### config.mk
export PLATFORM = sky130hd
export DESIGN_NAME = rbbu_div
export DESIGN_NICKNAME = d
export VERILOG_FILES = /design/src/rtl/core/rbbu_pkg.sv /design/src/rtl/core/rbbu_div.sv
export SDC_FILE = /design/constraint.sdc
export NUM_CORES = 1
export LEC_CHECK = 0
export ABC_CLOCK_PERIOD_IN_PS = 6850
export BUFFER_PORTS_ARGS = -buffer_cell sky130_fd_sc_hd__buf_2
export CAP_MARGIN = 30
export CELL_PAD_IN_SITES_DETAIL_PLACEMENT = 0
export CELL_PAD_IN_SITES_GLOBAL_PLACEMENT = 1
export CORE_MARGIN = 4
export CORE_UTILIZATION = 57
export CTS_BUF_LIST = sky130_fd_sc_hd__clkbuf_16
export CTS_CLUSTER_DIAMETER = 100
export CTS_CLUSTER_SIZE = 20
export DETAILED_ROUTE_END_ITERATION = 7
export PLACE_DENSITY = 0.86
export SETUP_SLACK_MARGIN = 0.02
export SYNTH_ARGS = -nofsm -noshare
export SYNTH_HDL_FRONTEND = slang
export SYNTH_SLANG_ARGS = --single-unit
export TNS_END_PERCENT = 10
### constraint.sdc
create_clock -name clock -period 6.85 [get_ports clock]
set_clock_uncertainty 0.05 [all_clocks]
set_input_delay 0.685 -clock clock [delete_from_list [all_inputs] [get_ports clock]]
set_output_delay 0.685 -clock clock [all_outputs]
set_load 0.02 [all_outputs]
### src/rtl/core/rbbu_pkg.sv
// Shared types, constants and lookup tables of the radial brush blade update block.
`default_nettype none
package rbbu_pkg;

   localparam int RAD_W    = 40;   // squared distance, Q.16
   localparam int ROOT_W   = 20;   // distance, Q.8
   localparam int DIV_W    = 16;   // falloff fraction bits
   localparam int CSR_IDX_W  = 3;
   localparam int CSR_DATA_W = 19;

   // register indexes
   localparam logic [CSR_IDX_W-1:0] REG_CENTER_X    = 3'd0;
   localparam logic [CSR_IDX_W-1:0] REG_CENTER_Z    = 3'd1;
   localparam logic [CSR_IDX_W-1:0] REG_BRUSH_RADIUS = 3'd2;
   localparam logic [CSR_IDX_W-1:0] REG_HARDNESS    = 3'd3;
   localparam logic [CSR_IDX_W-1:0] REG_STEP_AMOUNT = 3'd4;
   localparam logic [CSR_IDX_W-1:0] REG_MAX_SIZE    = 3'd5;
   localparam logic [CSR_IDX_W-1:0] REG_TEX_MODE    = 3'd6;
   localparam logic [CSR_IDX_W-1:0] REG_TEX_VALUE   = 3'd7;

   // texture modes
   localparam logic [1:0] MODE_RANDOM = 2'd0;
   localparam logic [1:0] MODE_FIXED  = 2'd1;
   localparam logic [1:0] MODE_ERASE  = 2'd2;

   // divide by one million: multiply by floor(2^40/1e6), then one correction step
   localparam logic [20:0] RND_RECIP = 21'd1099511;
   localparam logic [19:0] RND_SCALE = 20'd1000000;

   typedef struct packed {
      logic [10:0] column_half;
      logic [7:0]  row;
      logic [15:0] size_in;
      logic [7:0]  tex_in;
   } req_type;

   typedef struct packed {
      logic [15:0] size_out;
      logic [7:0]  tex_out;
   } rsp_type;

   // what travels alongside the distance and falloff pipelines
   typedef struct packed {
      logic [15:0] size;
      logic [7:0]  tex;
      logic [7:0]  rtex;   // random-mode texture, already saturated
      logic        near;   // d <= inner radius
      logic        band;   // inner < d < outer
   } side_type;

   localparam logic [16:0] COS_TAB [0:16] = '{
      17'd65536, 17'd64906, 17'd63042, 17'd60014, 17'd55938, 17'd50973,
      17'd45308, 17'd39161, 17'd32768, 17'd26375, 17'd20228, 17'd14563,
      17'd9598,  17'd5522,  17'd2494,  17'd630,   17'd0
   };

   // random texture fractions in millionths, indexed {column mod 32, row mod 16}
   localparam logic [19:0] RND_TAB [0:511] = '{
      20'd405969,20'd392239,20'd878866,20'd459129,20'd848916,20'd919238,20'd912206,20'd962871,
      20'd30044,20'd90258,20'd864877,20'd66566,20'd795290,20'd721085,20'd308040,20'd254518,
      20'd763030,20'd920112,20'd191238,20'd805926,20'd444725,20'd767358,20'd620396,20'd672658,
      20'd911896,20'd807828,20'd293004,20'd281759,20'd924713,20'd487052,20'd925688,20'd365963,
      20'd310027,20'd97929,20'd591121,20'd552560,20'd502873,20'd223166,20'd458464,20'd219205,
      20'd284676,20'd644093,20'd794510,20'd886058,20'd894507,20'd358188,20'd784123,20'd706835,
      20'd274343,20'd160676,20'd754874,20'd515924,20'd641834,20'd328807,20'd729110,20'd625624,
      20'd19394,20'd339213,20'd215510,20'd116131,20'd881523,20'd353697,20'd145361,20'd896133,
      20'd271271,20'd719669,20'd377551,20'd607439,20'd89192,20'd830156,20'd528555,20'd2136,
      20'd872919,20'd254207,20'd571819,20'd667156,20'd840168,20'd850344,20'd618076,20'd214381,
      20'd104324,20'd432277,20'd350759,20'd762068,20'd38962,20'd1915,20'd137049,20'd992254,
      20'd371288,20'd740539,20'd947156,20'd454277,20'd984214,20'd549647,20'd599874,20'd373834,
      20'd851525,20'd831727,20'd514827,20'd539019,20'd134521,20'd145037,20'd19983,20'd136243,
      20'd563797,20'd890113,20'd5276,20'd854133,20'd406074,20'd299797,20'd887061,20'd615522,
      20'd720874,20'd400167,20'd967350,20'd606636,20'd806449,20'd427717,20'd544443,20'd647135,
      20'd305752,20'd262866,20'd449594,20'd902004,20'd778083,20'd320822,20'd635312,20'd901707,
      20'd554152,20'd311421,20'd179141,20'd430738,20'd378359,20'd700991,20'd865997,20'd253290,
      20'd496615,20'd500567,20'd743194,20'd681664,20'd138556,20'd583597,20'd610934,20'd537461,
      20'd198191,20'd364522,20'd982758,20'd826194,20'd639577,20'd803604,20'd413725,20'd439104,
      20'd106566,20'd648633,20'd70278,20'd929952,20'd911758,20'd27086,20'd912507,20'd514832,
      20'd631996,20'd478758,20'd16080,20'd672620,20'd249862,20'd11424,20'd349170,20'd387477,
      20'd441899,20'd393304,20'd716857,20'd530354,20'd618497,20'd719060,20'd549358,20'd997187,
      20'd645930,20'd672242,20'd99478,20'd251292,20'd528437,20'd402472,20'd178924,20'd372586,
      20'd381622,20'd615047,20'd811542,20'd8567,20'd296624,20'd550430,20'd842745,20'd381385,
      20'd863694,20'd990070,20'd496353,20'd896292,20'd769303,20'd264870,20'd815817,20'd52818,
      20'd686600,20'd916524,20'd313957,20'd632342,20'd858419,20'd964106,20'd706936,20'd12441,
      20'd367223,20'd309409,20'd50882,20'd689192,20'd540611,20'd715318,20'd873311,20'd608447,
      20'd391050,20'd393827,20'd992629,20'd915124,20'd502286,20'd565565,20'd316394,20'd990734,
      20'd183723,20'd252211,20'd4756,20'd584194,20'd750593,20'd313983,20'd976621,20'd20989,
      20'd876857,20'd159834,20'd736977,20'd953991,20'd365179,20'd841656,20'd782023,20'd460172,
      20'd247726,20'd762032,20'd227807,20'd940736,20'd927399,20'd583915,20'd595383,20'd711921,
      20'd215337,20'd896633,20'd8417,20'd797368,20'd124650,20'd845254,20'd698257,20'd754809,
      20'd841189,20'd764018,20'd872941,20'd721540,20'd257034,20'd9021,20'd576707,20'd261184,
      20'd335888,20'd565719,20'd570807,20'd852204,20'd723620,20'd547577,20'd219046,20'd386267,
      20'd126395,20'd522031,20'd35773,20'd100333,20'd695392,20'd115187,20'd74158,20'd332568,
      20'd71375,20'd75987,20'd770899,20'd493649,20'd4272,20'd72283,20'd239257,20'd521573,
      20'd62655,20'd629607,20'd987251,20'd506893,20'd305432,20'd213176,20'd901542,20'd56404,
      20'd65640,20'd205036,20'd247912,20'd24248,20'd376320,20'd33496,20'd238548,20'd756364,
      20'd639125,20'd298803,20'd394121,20'd970172,20'd728861,20'd836136,20'd566601,20'd298257,
      20'd39583,20'd865921,20'd66399,20'd635790,20'd629730,20'd549633,20'd303444,20'd417837,
      20'd142525,20'd792256,20'd82356,20'd169104,20'd850038,20'd78190,20'd797706,20'd503161,
      20'd415890,20'd193946,20'd951787,20'd575081,20'd657962,20'd28769,20'd927323,20'd61911,
      20'd27218,20'd554432,20'd663268,20'd219340,20'd5454,20'd257556,20'd3475,20'd833641,
      20'd432171,20'd406110,20'd41492,20'd21890,20'd11586,20'd45822,20'd520004,20'd481041,
      20'd925500,20'd404498,20'd66515,20'd797681,20'd517028,20'd344514,20'd413618,20'd679883,
      20'd916656,20'd66306,20'd420569,20'd261709,20'd357498,20'd738385,20'd267459,20'd578680,
      20'd901111,20'd80810,20'd433773,20'd814882,20'd679549,20'd380199,20'd413843,20'd221910,
      20'd561342,20'd55835,20'd250872,20'd526401,20'd774884,20'd921771,20'd760864,20'd213783,
      20'd443227,20'd287280,20'd455529,20'd864305,20'd248536,20'd931311,20'd914407,20'd653411,
      20'd151566,20'd128634,20'd573131,20'd436439,20'd873170,20'd55269,20'd929506,20'd858692,
      20'd5972,20'd349128,20'd115890,20'd997496,20'd547524,20'd35393,20'd492649,20'd99316,
      20'd156449,20'd724996,20'd520946,20'd864315,20'd552452,20'd953383,20'd460914,20'd466634,
      20'd908570,20'd614083,20'd175516,20'd925066,20'd435864,20'd478445,20'd859734,20'd11182,
      20'd631671,20'd19665,20'd456945,20'd109075,20'd244264,20'd699284,20'd116644,20'd89241,
      20'd242045,20'd780626,20'd496004,20'd391266,20'd21154,20'd692164,20'd740528,20'd967745,
      20'd483281,20'd969657,20'd270476,20'd372262,20'd793195,20'd743059,20'd102361,20'd486106,
      20'd408881,20'd135786,20'd904969,20'd102674,20'd235995,20'd16939,20'd76023,20'd750193,
      20'd7616,20'd903747,20'd158472,20'd587542,20'd406742,20'd799827,20'd105861,20'd388844,
      20'd674866,20'd466963,20'd537744,20'd53052,20'd688532,20'd323580,20'd563366,20'd253022,
      20'd790769,20'd104693,20'd356510,20'd582956,20'd121341,20'd500414,20'd440814,20'd400801,
      20'd69062,20'd15625,20'd325918,20'd330822,20'd813807,20'd839310,20'd706137,20'd305055,
      20'd136701,20'd792779,20'd548996,20'd75125,20'd425619,20'd335440,20'd627712,20'd398265,
      20'd159238,20'd52287,20'd445537,20'd792835,20'd271463,20'd273302,20'd232811,20'd599184,
      20'd890558,20'd339914,20'd796652,20'd581978,20'd834389,20'd404426,20'd723437,20'd119053
   };

endpackage
`default_nettype wire

### src/rtl/core/rbbu_div.sv
// Pipelined restoring divider for the falloff fraction, one quotient bit per stage.
`default_nettype none
module rbbu_div (
   input  wire logic                        clock,
   input  wire logic                        reset,
   input  wire logic                        adv,
   input  wire logic                        in_valid,
   input  wire logic [rbbu_pkg::DIV_W-1:0]  in_num,   // below den; dividend is num*2^DIV_W
   input  wire logic [rbbu_pkg::DIV_W-1:0]  den,
   input  wire rbbu_pkg::side_type          in_side,
   output logic                             out_valid,
   output logic [rbbu_pkg::DIV_W-1:0]       out_quo,
   output rbbu_pkg::side_type               out_side
);

   localparam int NS = rbbu_pkg::DIV_W;

   logic               valid_ff [0:NS-1];
   logic [NS-1:0]      rem_ff   [0:NS-1];
   logic [NS-1:0]      quo_ff   [0:NS-1];
   rbbu_pkg::side_type side_ff  [0:NS-1];

   for (genvar s = 0; s < NS; s++) begin : g_stage
      logic               src_valid;
      logic [NS-1:0]      src_rem;
      logic [NS-1:0]      src_quo;
      rbbu_pkg::side_type src_side;
      logic [NS:0]        dbl;
      logic               take;

      if (s == 0) begin : g_first
         assign src_valid = in_valid;
         assign src_rem   = in_num;
         assign src_quo   = '0;
         assign src_side  = in_side;
      end else begin : g_next
         assign src_valid = valid_ff[s-1];
         assign src_rem   = rem_ff[s-1];
         assign src_quo   = quo_ff[s-1];
         assign src_side  = side_ff[s-1];
      end

      assign dbl  = {src_rem, 1'b0};
      assign take = dbl >= {1'b0, den};

      always_ff @(posedge clock) begin
         if (reset) begin
            valid_ff[s] <= 1'b0;
         end else if (adv) begin
            valid_ff[s] <= src_valid;
         end
      end

      always_ff @(posedge clock) begin
         if (adv) begin
            rem_ff[s]  <= take ? NS'(dbl - {1'b0, den}) : dbl[NS-1:0];
            quo_ff[s]  <= {src_quo[NS-2:0], take};
            side_ff[s] <= src_side;
         end
      end
   end

   assign out_valid = valid_ff[NS-1];
   assign out_quo   = quo_ff[NS-1];
   assign out_side  = side_ff[NS-1];

endmodule
`default_nettype wire

**Word-level counts from Yosys, hierarchy flattened**

Memory sizes are Yosys's and may differ from the RTL's.
Index checks and enable logic that the tools add are counted.

- Add/sub/neg operators: 16
- Magnitude comparators: 16
- Mux-type cells: 38
- Bitwise gates (word level): 16

Operators by type and width:

| operator | number |
|---|---|
| $ge 17x16->1 | 16 |
| $mux 16 | 16 |
| $sub 16x16->16 | 16 |
| $mux 1 | 22 |
| $or 1x1->1 | 16 |

- Register bits after elaboration: 0
- Bits in writable memories: 1072
- Bits of input ports: 70
- Output and inout port bits: 51
- Word-level logic and storage cells: 90
- Memories kept: 4

Memories:

| memory | words | bits a word | read ports | clocked after memory_dff | write ports | RTL line | RTL |
|---|---|---|---|---|---|---|---|
| side_ff | 16 | 34 | 16 | 0 | 16 | rbbu_div.sv:21 | `rbbu_pkg::side_type side_ff [0:NS-1];` |
| quo_ff | 16 | 16 | 16 | 0 | 16 | rbbu_div.sv:20 | `logic [NS-1:0] quo_ff [0:NS-1];` |
| rem_ff | 16 | 16 | 15 | 0 | 16 | rbbu_div.sv:19 | `logic [NS-1:0] rem_ff [0:NS-1];` |
| valid_ff | 16 | 1 | 16 | 0 | 16 | rbbu_div.sv:18 | `logic valid_ff [0:NS-1];` |

**Longest topological paths before layout**

- Word-level depth: 4
- Depth in mapped cells: 14

**Worst setup path after synthesis**

OpenSTA, ideal clock, no wires.

- Path kind: input to register
- Start: input port den[6] in the netlist's numbering
- End: memory rem_ff[1][24] in the netlist's numbering, data pin
- Library setup time: 260 ps
- Arrival time: 3264 ps
- Required time: 6540 ps
- Slack: 3276 ps
- Cell stages on the path: 11
- Buffers on the path: 1
- Path through: inv_1 > ha_1 > a211oi_2 > o21bai_1 > a211oi_1 > o21ai_0 > o21ai_1 > a21oi_1 > a2111oi_4 > buf_6 > mux2_4

RTL lines:

| item | RTL line | RTL |
|---|---|---|
| start, declared | rbbu_div.sv:9 | `input wire logic [rbbu_pkg::DIV_W-1:0] den,` |
| end, declared | rbbu_div.sv:19 |  |

==> results.md <==
- Clk pwr share: 17.3%
- H-tree lvl count: 2
- Synthesized cell area: 42470 sq um
- Maxcap violations: 0
- Die Width: 281.0 um
- Router iterations before antenna repair: 5
- Pint: 12.62 mW
- Final setup viols: 0
- DRT antenna net count: 0
- Worst Path Max Fanout: 26
- Fin cells: 4016
- Routed WL per cell: 19.89 um
- Synthesized net count: 3217
- Vias: 23590
- Clock Path Buffers: 3
- Ys async rst share: 0%
- Warnings, synthesis: 0
- Sequential cell fraction of total power: 44.9%
- Final Hold Fails: 0
- Sw Ratio: 32.68%
- IO Count: 121
- Vert. Die Dim: 281.0 um
- FP Rows: 99
- Register area share after synthesis: 66.18%
- Dpl hpwl: 52.19 mm
- Share of cells above drive strength 1: 12.89%
- EDFF count, synth: 936
- Number of buffers created by CTS: 54
- Final Max Slew Viols: 0
- Cts repair resizes: 0
- Min-Delay Startpoint: in_side[17]
- Initial antenna violation count: 1
- Grt ovf: 0
- Gpl congestion: 0.8907
- Unique masters post-synth: 85
- Setup_tns: 0 ps
- Worst-Skew Late Latency: 650 ps
- CTS sink count: 936
- Total Routing Usage GR: 20.13%
- Final period util: 64.81%
- Synth Register Bits: 936
- Unrepaired setup endpoints after global routing: no
- Status: completed
- Ys flop type: edfxtp_1
- Worst IR drop on VDD: 0.2301 mV
- Measured slew at the worst slew-check pin: 1113 ps
- Combinational share of power: 37.8%
- HP Class: in -> reg
- Psw: 6.127 mW
- Die area: 78950 sq um
- N_diodes: 0
- Worst slew margin: 25.77%
- Largest net degree at the start of global routing: 172
- Synth top area share: 66.18%
- Fill count: 5396
- First DRT Iteration DRCs: 1954
- Cell taking the most area after synthesis: edfxtp_1
- Vias per std cell: 5.874
- Placed cells: 3947
- TritonCTS clock tree: built
- Final WL: 79.87 mm
- Reg2reg start: rem_ff[0][37]
- Root cell of the clock tree: clkbuf_16
- Min Clock Period, post-route: 4440 ps
- Starting Density: 57.82%
- Number of global-route vias before repair: 23530
- Startpoint types: input port
- Fmax: 225.2 MHz
- Crit. End Element: flop
- Synth area leaders: edfxtp_1, ha_1, mux2_2
- Layout net count: 3386
- Arrival time at the worst endpoint: 4790 ps
- P_leak: 17.07 nW
- Port buffer count: 120
- Syn_area_per_cell: 14.76 sq um
- P&R area growth vs syn: 8.048%
- # DRC: 0
- Critical path type: in -> reg
- Post-cts hold buffer count: 0
- CP Data Required Time: 7200 ps
- Clock transition at path regs: 80 ps
- Core Region: 73450 sq um
- Post-synthesis cell count: 2877
- Worst Setup SP: den[1]
- First-pass GRT wire length: 126.4 mm
- Setup Fix Bufs, Post-CTS: 0
- PwrDens: 408.5 nW/um^2
sequential cells by signal, indices dropped and copies added, names as in the netlist:
| signal | flops |
|---|---|
| side_ff | 544 |
| rem_ff | 240 |
| quo_ff | 136 |
| valid_ff | 16 |
cell usage after synthesis (13+ instances only):
cell        n
xor2_1     58
ha_1      255
o211ai_1   13
edfxtp_1  936
nand3_1    38
a21boi_0   15
inv_1      85
nand4_1    24
nand2b_1   37
and3_1     16
o31ai_1    13
nor3_1     40
fa_1       15
a31oi_1    22
mux2_2    132
clkbuf_1   14
and2_1     29
o21a_1     43
nor2b_1    50
a211oi_1   25
o21ai_0   135
o21bai_1   16
or3_1      13
a21oi_1   170
mux2_4     13
nand2_1   144
a21o_1     70
nor2_1    153
xnor2_1   113
placed cells by master, fill, tap and decap left out, types with 40 or more instances in the layout:
cell type	instances
a21o_1	70
a21oi_1	170
buf_2	119
clkbuf_16	55
edfxtp_1	936
ha_1	255
inv_1	88
mux2_2	132
nand2_1	144
nor2_1	153
nor2b_1	50
nor3_1	40
o21a_1	43
o21ai_0	135
xnor2_1	113
xor2_1	58
metrics by stage:
| step | worst slack, ps | cell area, sq um | power, mW | utilization [%] | hold WS, ps |
|---|---|---|---|---|---|
| 2_1_floorplan | 3276 | 42470 | 13.91 | - | 350.3 |
| 3_3_place_gp | 1835 | 44310 | 15.26 | 60.33 | 350.5 |
| 3_5_place_dp | 1755 | 44330 | 15.52 | 60.35 | 354.5 |
| 4_1_cts | 2440 | 45850 | 18.82 | 62.42 | 139.9 |
| 5_1_grt | 2111 | 45890 | 20.01 | 62.48 | 133.5 |
| 6_report | 2410 | 45890 | 18.75 | 62.48 | 183.2 |
critical path, cell delays in order:
cell and delay [ps]:
buf_2 530, inv_1 480, buf_4 340, ha_1 320
nor2b_1 130, o21a_1 190, o21ai_1 270, a2111oi_1 200
o311a_1 420, o21ai_2 760, inv_2 120, mux2_2 300
cell type report:
class	count	area, sq um	area share, %
Sequential cell	936	28110	61.25
Clock buffer	55	1376	2.999
Timing Repair Buffer	149	913.4	1.990
Inverter	86	322.8	0.7034
Multi-Input combinational cell	1819	13830	30.13
Clock inverter	12	143.9	0.3135
Tap cell	959	1200	2.615
final timing paths:
kind              slack [ps]  cells past startpoint              to
hold reg to reg          350                      0  quo_ff[1][127]
setup reg to reg        3410                      8   rem_ff[0][51]
setup / recovery        2410                     12   rem_ff[1][15]
hold / removal           180                      1  side_ff[0][17]
cells by family (layout without fill, tap and decap cells):
logic type	Yosys count	count (layout)	synth area share (%)
flip-flops	936	936	66.18
AO/OA/AOI/OAI	623	623	9.562
AND/OR/NAND/NOR	598	598	7.008
adder cells (fa/ha/maj)	270	270	8.219
XOR/XNOR	171	171	3.526
multiplexers	157	157	4.242
buffers and inverters	122	302	1.267
power by group through the flow:
| stage | clock [mW] | sequential [mW] | combinational, mW |
|---|---|---|---|
| 2_1_floorplan | 0 | 8.23 | 5.68 |
| 4_1_cts | 3.36 | 8.43 | 7.04 |
| 6_report | 3.25 | 8.42 | 7.08 |
| 3_3_place_gp | 0 | 8.54 | 6.72 |
| 3_5_place_dp | 0 | 8.54 | 6.98 |
| 5_1_grt | 3.59 | 8.50 | 7.92 |
per-layer routing:
metal	share of wire, %	global-route usage (%)	up-vias
met3	4.0	2.658	134
met1	44	27.56	11570
met2	49	34.44	498
met5	0	0	-
met4	2.4	5.236	0
li1	-	-	11390
Power figures use the tool's default switching activity.
