$ cat config.mk
export PLATFORM = sky130hd
export DESIGN_NAME = rbbu_sqrt
export DESIGN_NICKNAME = d
export VERILOG_FILES = /design/src/rtl/core/rbbu_pkg.sv /design/src/rtl/core/rbbu_sqrt.sv
export SDC_FILE = /design/constraint.sdc
export NUM_CORES = 2
export LEC_CHECK = 0
export ABC_AREA = 1
export BUFFER_PORTS_ARGS = -buffer_cell sky130_fd_sc_hd__buf_4
export CAP_MARGIN = 20
export CORE_ASPECT_RATIO = 0.9
export CORE_MARGIN = 1.5
export CORE_UTILIZATION = 55
export DETAILED_ROUTE_END_ITERATION = 6
export MAX_ROUTING_LAYER = met4
export PLACE_DENSITY = 0.73
export SLEW_MARGIN = 5
export SYNTH_ARGS = -nofsm -noshare
export SYNTH_HDL_FRONTEND = slang
export SYNTH_SLANG_ARGS = --single-unit
export TNS_END_PERCENT = 10
$ cat constraint.sdc
create_clock -name clock -period 2.5 [get_ports clock]
set_input_delay 0.375 -clock clock [delete_from_list [all_inputs] [get_ports clock]]
set_output_delay 0.375 -clock clock [all_outputs]
set_load 0.005 [all_outputs]
$ cat src/rtl/core/rbbu_pkg.sv
// Shared types, constants and lookup tables of the radial brush blade update block.
`default_nettype none
package rbbu_pkg;

   localparam int RAD_W    = 40;   // squared distance, Q.16
   localparam int ROOT_W   = 20;   // distance, Q.8
   localparam int DIV_W    = 16;   // falloff fraction bits
   localparam int CSR_IDX_W  = 3;
   localparam int CSR_DATA_W = 19;

   // register indexes
   localparam logic [CSR_IDX_W-1:0] REG_CENTER_X    = 3'd0;
   localparam logic [CSR_IDX_W-1:0] REG_CENTER_Z    = 3'd1;
   localparam logic [CSR_IDX_W-1:0] REG_BRUSH_RADIUS = 3'd2;
   localparam logic [CSR_IDX_W-1:0] REG_HARDNESS    = 3'd3;
   localparam logic [CSR_IDX_W-1:0] REG_STEP_AMOUNT = 3'd4;
   localparam logic [CSR_IDX_W-1:0] REG_MAX_SIZE    = 3'd5;
   localparam logic [CSR_IDX_W-1:0] REG_TEX_MODE    = 3'd6;
   localparam logic [CSR_IDX_W-1:0] REG_TEX_VALUE   = 3'd7;

   // texture modes
   localparam logic [1:0] MODE_RANDOM = 2'd0;
   localparam logic [1:0] MODE_FIXED  = 2'd1;
   localparam logic [1:0] MODE_ERASE  = 2'd2;

   // divide by one million: multiply by floor(2^40/1e6), then one correction step
   localparam logic [20:0] RND_RECIP = 21'd1099511;
   localparam logic [19:0] RND_SCALE = 20'd1000000;

   typedef struct packed {
      logic [10:0] column_half;
      logic [7:0]  row;
      logic [15:0] size_in;
      logic [7:0]  tex_in;
   } req_type;

   typedef struct packed {
      logic [15:0] size_out;
      logic [7:0]  tex_out;
   } rsp_type;

   // what travels alongside the distance and falloff pipelines
   typedef struct packed {
      logic [15:0] size;
      logic [7:0]  tex;
      logic [7:0]  rtex;   // random-mode texture, already saturated
      logic        near;   // d <= inner radius
      logic        band;   // inner < d < outer
   } side_type;

   localparam logic [16:0] COS_TAB [0:16] = '{
      17'd65536, 17'd64906, 17'd63042, 17'd60014, 17'd55938, 17'd50973,
      17'd45308, 17'd39161, 17'd32768, 17'd26375, 17'd20228, 17'd14563,
      17'd9598,  17'd5522,  17'd2494,  17'd630,   17'd0
   };

   // random texture fractions in millionths, indexed {column mod 32, row mod 16}
   localparam logic [19:0] RND_TAB [0:511] = '{
      20'd405969,20'd392239,20'd878866,20'd459129,20'd848916,20'd919238,20'd912206,20'd962871,
      20'd30044,20'd90258,20'd864877,20'd66566,20'd795290,20'd721085,20'd308040,20'd254518,
      20'd763030,20'd920112,20'd191238,20'd805926,20'd444725,20'd767358,20'd620396,20'd672658,
      20'd911896,20'd807828,20'd293004,20'd281759,20'd924713,20'd487052,20'd925688,20'd365963,
      20'd310027,20'd97929,20'd591121,20'd552560,20'd502873,20'd223166,20'd458464,20'd219205,
      20'd284676,20'd644093,20'd794510,20'd886058,20'd894507,20'd358188,20'd784123,20'd706835,
      20'd274343,20'd160676,20'd754874,20'd515924,20'd641834,20'd328807,20'd729110,20'd625624,
      20'd19394,20'd339213,20'd215510,20'd116131,20'd881523,20'd353697,20'd145361,20'd896133,
      20'd271271,20'd719669,20'd377551,20'd607439,20'd89192,20'd830156,20'd528555,20'd2136,
      20'd872919,20'd254207,20'd571819,20'd667156,20'd840168,20'd850344,20'd618076,20'd214381,
      20'd104324,20'd432277,20'd350759,20'd762068,20'd38962,20'd1915,20'd137049,20'd992254,
      20'd371288,20'd740539,20'd947156,20'd454277,20'd984214,20'd549647,20'd599874,20'd373834,
      20'd851525,20'd831727,20'd514827,20'd539019,20'd134521,20'd145037,20'd19983,20'd136243,
      20'd563797,20'd890113,20'd5276,20'd854133,20'd406074,20'd299797,20'd887061,20'd615522,
      20'd720874,20'd400167,20'd967350,20'd606636,20'd806449,20'd427717,20'd544443,20'd647135,
      20'd305752,20'd262866,20'd449594,20'd902004,20'd778083,20'd320822,20'd635312,20'd901707,
      20'd554152,20'd311421,20'd179141,20'd430738,20'd378359,20'd700991,20'd865997,20'd253290,
      20'd496615,20'd500567,20'd743194,20'd681664,20'd138556,20'd583597,20'd610934,20'd537461,
      20'd198191,20'd364522,20'd982758,20'd826194,20'd639577,20'd803604,20'd413725,20'd439104,
      20'd106566,20'd648633,20'd70278,20'd929952,20'd911758,20'd27086,20'd912507,20'd514832,
      20'd631996,20'd478758,20'd16080,20'd672620,20'd249862,20'd11424,20'd349170,20'd387477,
      20'd441899,20'd393304,20'd716857,20'd530354,20'd618497,20'd719060,20'd549358,20'd997187,
      20'd645930,20'd672242,20'd99478,20'd251292,20'd528437,20'd402472,20'd178924,20'd372586,
      20'd381622,20'd615047,20'd811542,20'd8567,20'd296624,20'd550430,20'd842745,20'd381385,
      20'd863694,20'd990070,20'd496353,20'd896292,20'd769303,20'd264870,20'd815817,20'd52818,
      20'd686600,20'd916524,20'd313957,20'd632342,20'd858419,20'd964106,20'd706936,20'd12441,
      20'd367223,20'd309409,20'd50882,20'd689192,20'd540611,20'd715318,20'd873311,20'd608447,
      20'd391050,20'd393827,20'd992629,20'd915124,20'd502286,20'd565565,20'd316394,20'd990734,
      20'd183723,20'd252211,20'd4756,20'd584194,20'd750593,20'd313983,20'd976621,20'd20989,
      20'd876857,20'd159834,20'd736977,20'd953991,20'd365179,20'd841656,20'd782023,20'd460172,
      20'd247726,20'd762032,20'd227807,20'd940736,20'd927399,20'd583915,20'd595383,20'd711921,
      20'd215337,20'd896633,20'd8417,20'd797368,20'd124650,20'd845254,20'd698257,20'd754809,
      20'd841189,20'd764018,20'd872941,20'd721540,20'd257034,20'd9021,20'd576707,20'd261184,
      20'd335888,20'd565719,20'd570807,20'd852204,20'd723620,20'd547577,20'd219046,20'd386267,
      20'd126395,20'd522031,20'd35773,20'd100333,20'd695392,20'd115187,20'd74158,20'd332568,
      20'd71375,20'd75987,20'd770899,20'd493649,20'd4272,20'd72283,20'd239257,20'd521573,
      20'd62655,20'd629607,20'd987251,20'd506893,20'd305432,20'd213176,20'd901542,20'd56404,
      20'd65640,20'd205036,20'd247912,20'd24248,20'd376320,20'd33496,20'd238548,20'd756364,
      20'd639125,20'd298803,20'd394121,20'd970172,20'd728861,20'd836136,20'd566601,20'd298257,
      20'd39583,20'd865921,20'd66399,20'd635790,20'd629730,20'd549633,20'd303444,20'd417837,
      20'd142525,20'd792256,20'd82356,20'd169104,20'd850038,20'd78190,20'd797706,20'd503161,
      20'd415890,20'd193946,20'd951787,20'd575081,20'd657962,20'd28769,20'd927323,20'd61911,
      20'd27218,20'd554432,20'd663268,20'd219340,20'd5454,20'd257556,20'd3475,20'd833641,
      20'd432171,20'd406110,20'd41492,20'd21890,20'd11586,20'd45822,20'd520004,20'd481041,
      20'd925500,20'd404498,20'd66515,20'd797681,20'd517028,20'd344514,20'd413618,20'd679883,
      20'd916656,20'd66306,20'd420569,20'd261709,20'd357498,20'd738385,20'd267459,20'd578680,
      20'd901111,20'd80810,20'd433773,20'd814882,20'd679549,20'd380199,20'd413843,20'd221910,
      20'd561342,20'd55835,20'd250872,20'd526401,20'd774884,20'd921771,20'd760864,20'd213783,
      20'd443227,20'd287280,20'd455529,20'd864305,20'd248536,20'd931311,20'd914407,20'd653411,
      20'd151566,20'd128634,20'd573131,20'd436439,20'd873170,20'd55269,20'd929506,20'd858692,
      20'd5972,20'd349128,20'd115890,20'd997496,20'd547524,20'd35393,20'd492649,20'd99316,
      20'd156449,20'd724996,20'd520946,20'd864315,20'd552452,20'd953383,20'd460914,20'd466634,
      20'd908570,20'd614083,20'd175516,20'd925066,20'd435864,20'd478445,20'd859734,20'd11182,
      20'd631671,20'd19665,20'd456945,20'd109075,20'd244264,20'd699284,20'd116644,20'd89241,
      20'd242045,20'd780626,20'd496004,20'd391266,20'd21154,20'd692164,20'd740528,20'd967745,
      20'd483281,20'd969657,20'd270476,20'd372262,20'd793195,20'd743059,20'd102361,20'd486106,
      20'd408881,20'd135786,20'd904969,20'd102674,20'd235995,20'd16939,20'd76023,20'd750193,
      20'd7616,20'd903747,20'd158472,20'd587542,20'd406742,20'd799827,20'd105861,20'd388844,
      20'd674866,20'd466963,20'd537744,20'd53052,20'd688532,20'd323580,20'd563366,20'd253022,
      20'd790769,20'd104693,20'd356510,20'd582956,20'd121341,20'd500414,20'd440814,20'd400801,
      20'd69062,20'd15625,20'd325918,20'd330822,20'd813807,20'd839310,20'd706137,20'd305055,
      20'd136701,20'd792779,20'd548996,20'd75125,20'd425619,20'd335440,20'd627712,20'd398265,
      20'd159238,20'd52287,20'd445537,20'd792835,20'd271463,20'd273302,20'd232811,20'd599184,
      20'd890558,20'd339914,20'd796652,20'd581978,20'd834389,20'd404426,20'd723437,20'd119053
   };

endpackage
`default_nettype wire

$ cat src/rtl/core/rbbu_sqrt.sv
// Pipelined integer square root, one result bit per stage.
`default_nettype none
module rbbu_sqrt (
   input  wire logic                         clock,
   input  wire logic                         reset,
   input  wire logic                         adv,
   input  wire logic                         in_valid,
   input  wire logic [rbbu_pkg::RAD_W-1:0]   in_rad,
   input  wire rbbu_pkg::side_type           in_side,
   output logic                              out_valid,
   output logic [rbbu_pkg::ROOT_W-1:0]       out_root,
   output rbbu_pkg::side_type                out_side
);

   localparam int NS = rbbu_pkg::ROOT_W;

   logic                       valid_ff [0:NS-1];
   logic [rbbu_pkg::RAD_W-1:0] rem_ff   [0:NS-1];
   logic [NS-1:0]              root_ff  [0:NS-1];
   rbbu_pkg::side_type         side_ff  [0:NS-1];

   for (genvar s = 0; s < NS; s++) begin : g_stage
      localparam int J = NS - 1 - s;
      logic                       src_valid;
      logic [rbbu_pkg::RAD_W-1:0] src_rem;
      logic [NS-1:0]              src_root;
      rbbu_pkg::side_type         src_side;
      logic [rbbu_pkg::RAD_W:0]   trial;
      logic                       take;

      if (s == 0) begin : g_first
         assign src_valid = in_valid;
         assign src_rem   = in_rad;
         assign src_root  = '0;
         assign src_side  = in_side;
      end else begin : g_next
         assign src_valid = valid_ff[s-1];
         assign src_rem   = rem_ff[s-1];
         assign src_root  = root_ff[s-1];
         assign src_side  = side_ff[s-1];
      end

      // (r + 2^j)^2 - r^2 = r*2^(j+1) + 2^(2j)
      assign trial = ((rbbu_pkg::RAD_W+1)'(src_root) << (J + 1))
                   | ((rbbu_pkg::RAD_W+1)'(1) << (2 * J));
      assign take  = {1'b0, src_rem} >= trial;

      always_ff @(posedge clock) begin
         if (reset) begin
            valid_ff[s] <= 1'b0;
         end else if (adv) begin
            valid_ff[s] <= src_valid;
         end
      end

      always_ff @(posedge clock) begin
         if (adv) begin
            rem_ff[s]  <= take ? (src_rem - trial[rbbu_pkg::RAD_W-1:0]) : src_rem;
            root_ff[s] <= src_root | (NS'(take) << J);
            side_ff[s] <= src_side;
         end
      end
   end

   assign out_valid = valid_ff[NS-1];
   assign out_root  = root_ff[NS-1];
   assign out_side  = side_ff[NS-1];

endmodule
`default_nettype wire

---- After elaboration in Yosys (flattened, before gate mapping) ----
Memory sizes are Yosys's and may differ from the RTL's.
Index checks and enable logic that the tools add are counted.
word-level totals
  RAM bits ................................ 1900
  ROM bits ................................ 0
  latch bits .............................. 0
  output and inout port bits .............. 55
  memories ................................ 4
  register bits after elaboration ......... 0
  word-level logic and storage cells ...... 129
  input port bits ......................... 78
memories
  name      words  width  read ports  clocked after memory_dff  wr ports  RTL line         RTL
  rem_ff    20     40     19          0                         20        rbbu_sqrt.sv:18  logic [rbbu_pkg::RAD_W-1:0] rem_ff [0:NS-1];
  side_ff   20     34     20          0                         20        rbbu_sqrt.sv:20  rbbu_pkg::side_type side_ff [0:NS-1];
  root_ff   20     20     20          0                         20        rbbu_sqrt.sv:19  logic [NS-1:0] root_ff [0:NS-1];
  valid_ff  20     1      20          0                         20        rbbu_sqrt.sv:17  logic valid_ff [0:NS-1];
cells by class
  $mul .................................... 0
  shifts and indexed selects .............. 0
  $lt $le $gt $ge ......................... 20
  eq/ne operators ......................... 0
  add/subtract/negate cells ............... 20
  reductions and logical operators ........ 0
  divide/modulo/power cells ............... 0
  mux-type cells .......................... 46
  bitwise operators ....................... 39
operator list
  kind                    number
  $mux W40                20
  $ge A40 B21 Y1          1
  $ge A40 B22 Y1          1
  $ge A40 B23 Y1          1
  $ge A40 B24 Y1          1
  $ge A40 B25 Y1          1
  $ge A40 B26 Y1          1
  $ge A40 B27 Y1          1
  $ge A40 B28 Y1          1
  $ge A40 B29 Y1          1
  $ge A40 B30 Y1          1
  $ge A40 B31 Y1          1
  $ge A40 B32 Y1          1
  $ge A40 B33 Y1          1
  $ge A40 B34 Y1          1
  $ge A40 B35 Y1          1
  $ge A40 B36 Y1          1
  $ge A40 B37 Y1          1
  $ge A40 B38 Y1          1
  $ge A40 B39 Y1          1
  $ge A40 B39 Y1 const B  1
  $sub A40 B21 Y40        1
  $sub A40 B22 Y40        1
  $sub A40 B23 Y40        1
  38 further kinds        82

---- Longest topological paths before layout ----
  word-level depth ........................ 4
  gate-level depth with buffers ........... 15
  depth with buffers taken out ............ 15

---- Least setup slack after synthesis ----
OpenSTA, ideal clock, no wires.
  kind .................................... reg-to-reg
  from .................................... mem rem_ff[2][69] in the netlist's numbering
  to ...................................... mem rem_ff[3][29] in the netlist's numbering, data pin
  setup time .............................. 253 ps
  setup slack ............................. 429 ps
  cell stages (with the launch flop) ...... 11
  arrival ................................. 1818 ps
  required time ........................... 2247 ps
  clock period less this slack ............ 2071 ps
  cell sequence ........................... edfxtp_1 -> ha_1 -> a21oi_1 -> nand2_1 -> a21oi_2 -> inv_1 -> a21oi_4 -> nand2_2 -> buf_4 -> nand2_1 -> nand2_1
RTL lines
  what         RTL line
  from (decl)  rbbu_sqrt.sv:18

==> results by stage <==
Die:
- The initial core utilization is 55.3%.
- The die covers 136000 µm².
- The die height is 350 µm.
- For this design the top-level I/O count stands at 133.
- The die is 388 µm wide.
- The core area is 133000 µm².
- The floorplan has 127 rows.

STA:
- At the pin with the least slew margin, the transition time is 0.906 ns.
- Setup total negative slack on the finished layout was measured at 0 ns.
- The number of failing hold endpoints at the final stage came to 0.
- Timing would allow up to 404 MHz.
- The worst path in the final design needs a cycle of 2.48 ns, including I/O delays and setup.
- In the finished design, the share of the clock period the worst path needs comes to 99.1%.
- The relative slew slack is 39.2%.
- The final max-slew violation count was 0.
- Setup repair after global routing could not meet its margin everywhere.
- The tightest hold margin is 0.279 ns.
- The post-route clock skew is 0.0577 ns.
- The setup violation total in the final timing report is 0.

Global routing:
- The via count of the first global-routing pass is 47640.
- The first global-routing pass estimated 282000 µm of wire.
- The maximum number of pins on one net before global-route repair is 87.
- The residual overflow from global routing is 0.
- The total routing resource utilization after global routing is 28.3%.
- The initial antenna violation count is 2.

Power and ir drop:
- The design draws 73.2 mW.
- The maximum ir drop on the vdd rail is 0.751 mV.
- The power density relative to cell area is 842 nW/µm².
- Summed over all cells, the static leakage comes to 34.9 nW.

Route:
- The ratio of routed vias to standard cells is 5.40.
- The remaining antenna violation count after routing is 0.
- After detailed routing, the number of remaining DRC violations is 0.
- The routed length per instance is 20.6 µm.
- The final layout contains routed wiring with a total length of 186000 µm.
- The detailed-route via count is 48782.
- For this block, the initial DRC count from the detailed router was 4562.
- The pre-antenna-repair detailed-routing pass consisted of 6 iterations.

Synth:
- Sorting the synthesized cells by area gives the leading types as sky130_fd_sc_hd__edfxtp_1, sky130_fd_sc_hd__nand2_1, sky130_fd_sc_hd__inv_1.
- The predominant post-synthesis flop cell is sky130_fd_sc_hd__edfxtp_1.
- Synthesis produced 6379 cells.
- The average instance in the mapped netlist occupies 11.5 µm².
- The cell area that synthesis handed to floorplanning was 73500 µm².
- For this run, the number of Yosys warnings is 0.
- Counting distinct cell types in the post-synthesis netlist gives 59.
- Synthesis produced a netlist with a net count of 6683.
- In this run the biggest area consumer among cell types represents 68.2% of the synthesized area.
- For this run, asynchronously set or reset flops after synthesis account for 0%.
- The sequential cell area fraction in the yosys report is 68.2%.
- The number of synthesized flops with an enable pin is 1670.
- The synthesized design contains 1670 register bits.
- sky130_fd_sc_hd__edfxtp_1 takes more of the synthesized area than any other cell.

Worst setup path:
- Along the worst path, the maximum fanout reaches 5.
- The data arrival time at the worst-slack endpoint is 3.02 ns.
- STA classifies the critical path endpoint as a flop.
- Data on the critical path is required at its endpoint by 3.05 ns.
- STA classifies the critical path startpoint as a flop.
- The critical path in this run is classified as flop to flop.

Worst hold path:
- The min-delay analysis places its worst path in the category primary input to flop.

Outcome:
- The run finished with clean final reports.

Clocking:
- The count of clock tree sinks is 1670.
- CTS built an H-tree with a depth of 4.
- The clock-pin slew on the worst setup and hold paths is 0.06 ns.
- The number of buffers added by the clock tree synthesis step is 161.
- The later pin in the worst-skew pair is clocked with a latency of 0.82 ns.
- The maximum clock insertion buffer count is 3.
- The master cell of the clock root buffer is sky130_fd_sc_hd__clkbuf_16.
- The CTS tree is done.

Finish:
- The area growth from synthesis to layout is 18.2%.
- In the final layout, the share of cells above drive strength 1 is 14.0%.
- At the end of the flow the core is filled with cells to 65.4%.
- Counting the fill cells in the layout gives 9909.
- The filler-free cell count of the finished design is 9033.
- At the end of the flow, the number of nets in the layout was 7463.

Placement:
- Including well taps, the total number of placed cells is 8645.
- The number of input and output port buffers inserted is 132.
- Routability-driven placement finished with a final weighted congestion of 0.958.
- The wire-length estimate of the detail-placed layout is 136000 µm.

Run:
- The number of maximum-capacitance constraint violations is 0.
repair_timing:
item                                   CTS  global route
pin swaps                                0             6
gates cloned                             0             2
endpoints found under the hold margin   88             0
buffers inserted                         0            13
resized for setup                       18           116
hold buffers                            77             0
setup endpoints to repair               79           209
sequential cells by signal, summed over array words and instances, names as in the netlist:
register,cells
valid_ff,20
side_ff,680
rem_ff,760
root_ff,210
routing by layer:
layer  share of wire [%]  wire length (µm)  GRT usage (%)  up-vias
met4                 2.5              4610           7.19        0
met3                 5.9             11000           3.58      263
met5                   0                 0              -        -
li1                    -                 -              -    23531
met2                  47             88000           44.7     1640
met1                  44             82800           39.1    23348
worst max-delay path: stages (launching register included):
cell and delay (ns):
sky130_fd_sc_hd__edfxtp_1 0.41, sky130_fd_sc_hd__ha_1 0.40, sky130_fd_sc_hd__inv_1 0.06, sky130_fd_sc_hd__o21ai_1 0.27, sky130_fd_sc_hd__buf_4 0.19, sky130_fd_sc_hd__nand2_1 0.06, sky130_fd_sc_hd__nand2_1 0.19, sky130_fd_sc_hd__nand2_1 0.07
sky130_fd_sc_hd__nand2_1 0.23, sky130_fd_sc_hd__xnor2_1 0.24, sky130_fd_sc_hd__o21ai_2 0.12
stage by stage:
step	setup WS [ns]	instance area (µm²)
finish	0.0224	86900
global route	-0.0855	86900
CTS	-0.000842	86200
floorplan	0.429	73500
global placement	-0.224	80100
detailed placement	-0.214	80100
power breakdown:
group | total [mW] | internal [mW] | leakage, nW | switching, mW
registers | 36.1 | 34.1 | 16.2 | 1.94
clock network | 24.1 | 13.1 | 2.52 | 11.0
logic | 13.1 | 5.02 | 16.2 | 8.05
total | 73.2 | 52.3 | 34.9 | 20.9
cell usage in the layout (no fill, tap or decap), drive strengths merged, types with 10 or more instances in the layout:
cell / instances
nor4: 59
nand2: 1507
nor2: 642
buf: 582
a21oi: 326
ha: 226
nand3: 341
or2: 29
a21boi: 10
nand4: 109
bufinv: 10
o21ai: 226
clkbuf: 194
a21o: 16
o21bai: 14
xor2: 103
inv: 796
xnor2: 88
nand3b: 39
clkinv: 81
nor3: 95
dlygate4sd3: 77
edfxtp: 1670
layout make-up:
cell class	instances	area [µm²]	area share, %
Multi-Input combinational cell	3873	20600	23.7
Tap cell	1741	2180	2.51
Timing Repair Buffer	659	5710	6.57
Sequential cell	1670	50100	57.7
Timing Repair inverter	2	17.5	0.0202
Inverter	792	3010	3.46
Clock buffer	194	4150	4.78
Antenna cell	1	2.50	0.00288
Clock inverter	101	1090	1.25
worst paths after layout:
kind,depth (start not counted),to,from,slack (ns)
min reg2reg,0,side_ff[1][129],side_ff[1][95],0.40
min,2,valid_ff[6][1],reset,0.28
max,10,rem_ff[8][53],rem_ff[8][6],0.02
max reg2reg,10,rem_ff[8][53],rem_ff[8][6],0.02
cells in the mapped netlist, drive strengths merged (10+ instances only):
cell type / count
a21o: 16
o21bai: 14
edfxtp: 1670
nand3b: 39
xor2: 103
nand4: 109
nor4: 59
a21oi: 326
nand2: 1507
nor3: 95
xnor2: 88
o21ai: 226
or2: 29
nor2: 642
nand3: 341
ha: 226
buf: 41
inv: 792
a21boi: 10
cell families (layout without fill, tap and decap cells):
family	after synthesis	after routing	synth area share (%)
xor+xnor	191	191	2.28
flops	1670	1670	68.2
compound gates	612	612	4.58
simple gates	2844	2844	16.5
fa+ha+maj	226	226	3.85
buf+inv	836	1748	4.57
other cells	0	1	0
(Power assumes the default switching activity.)
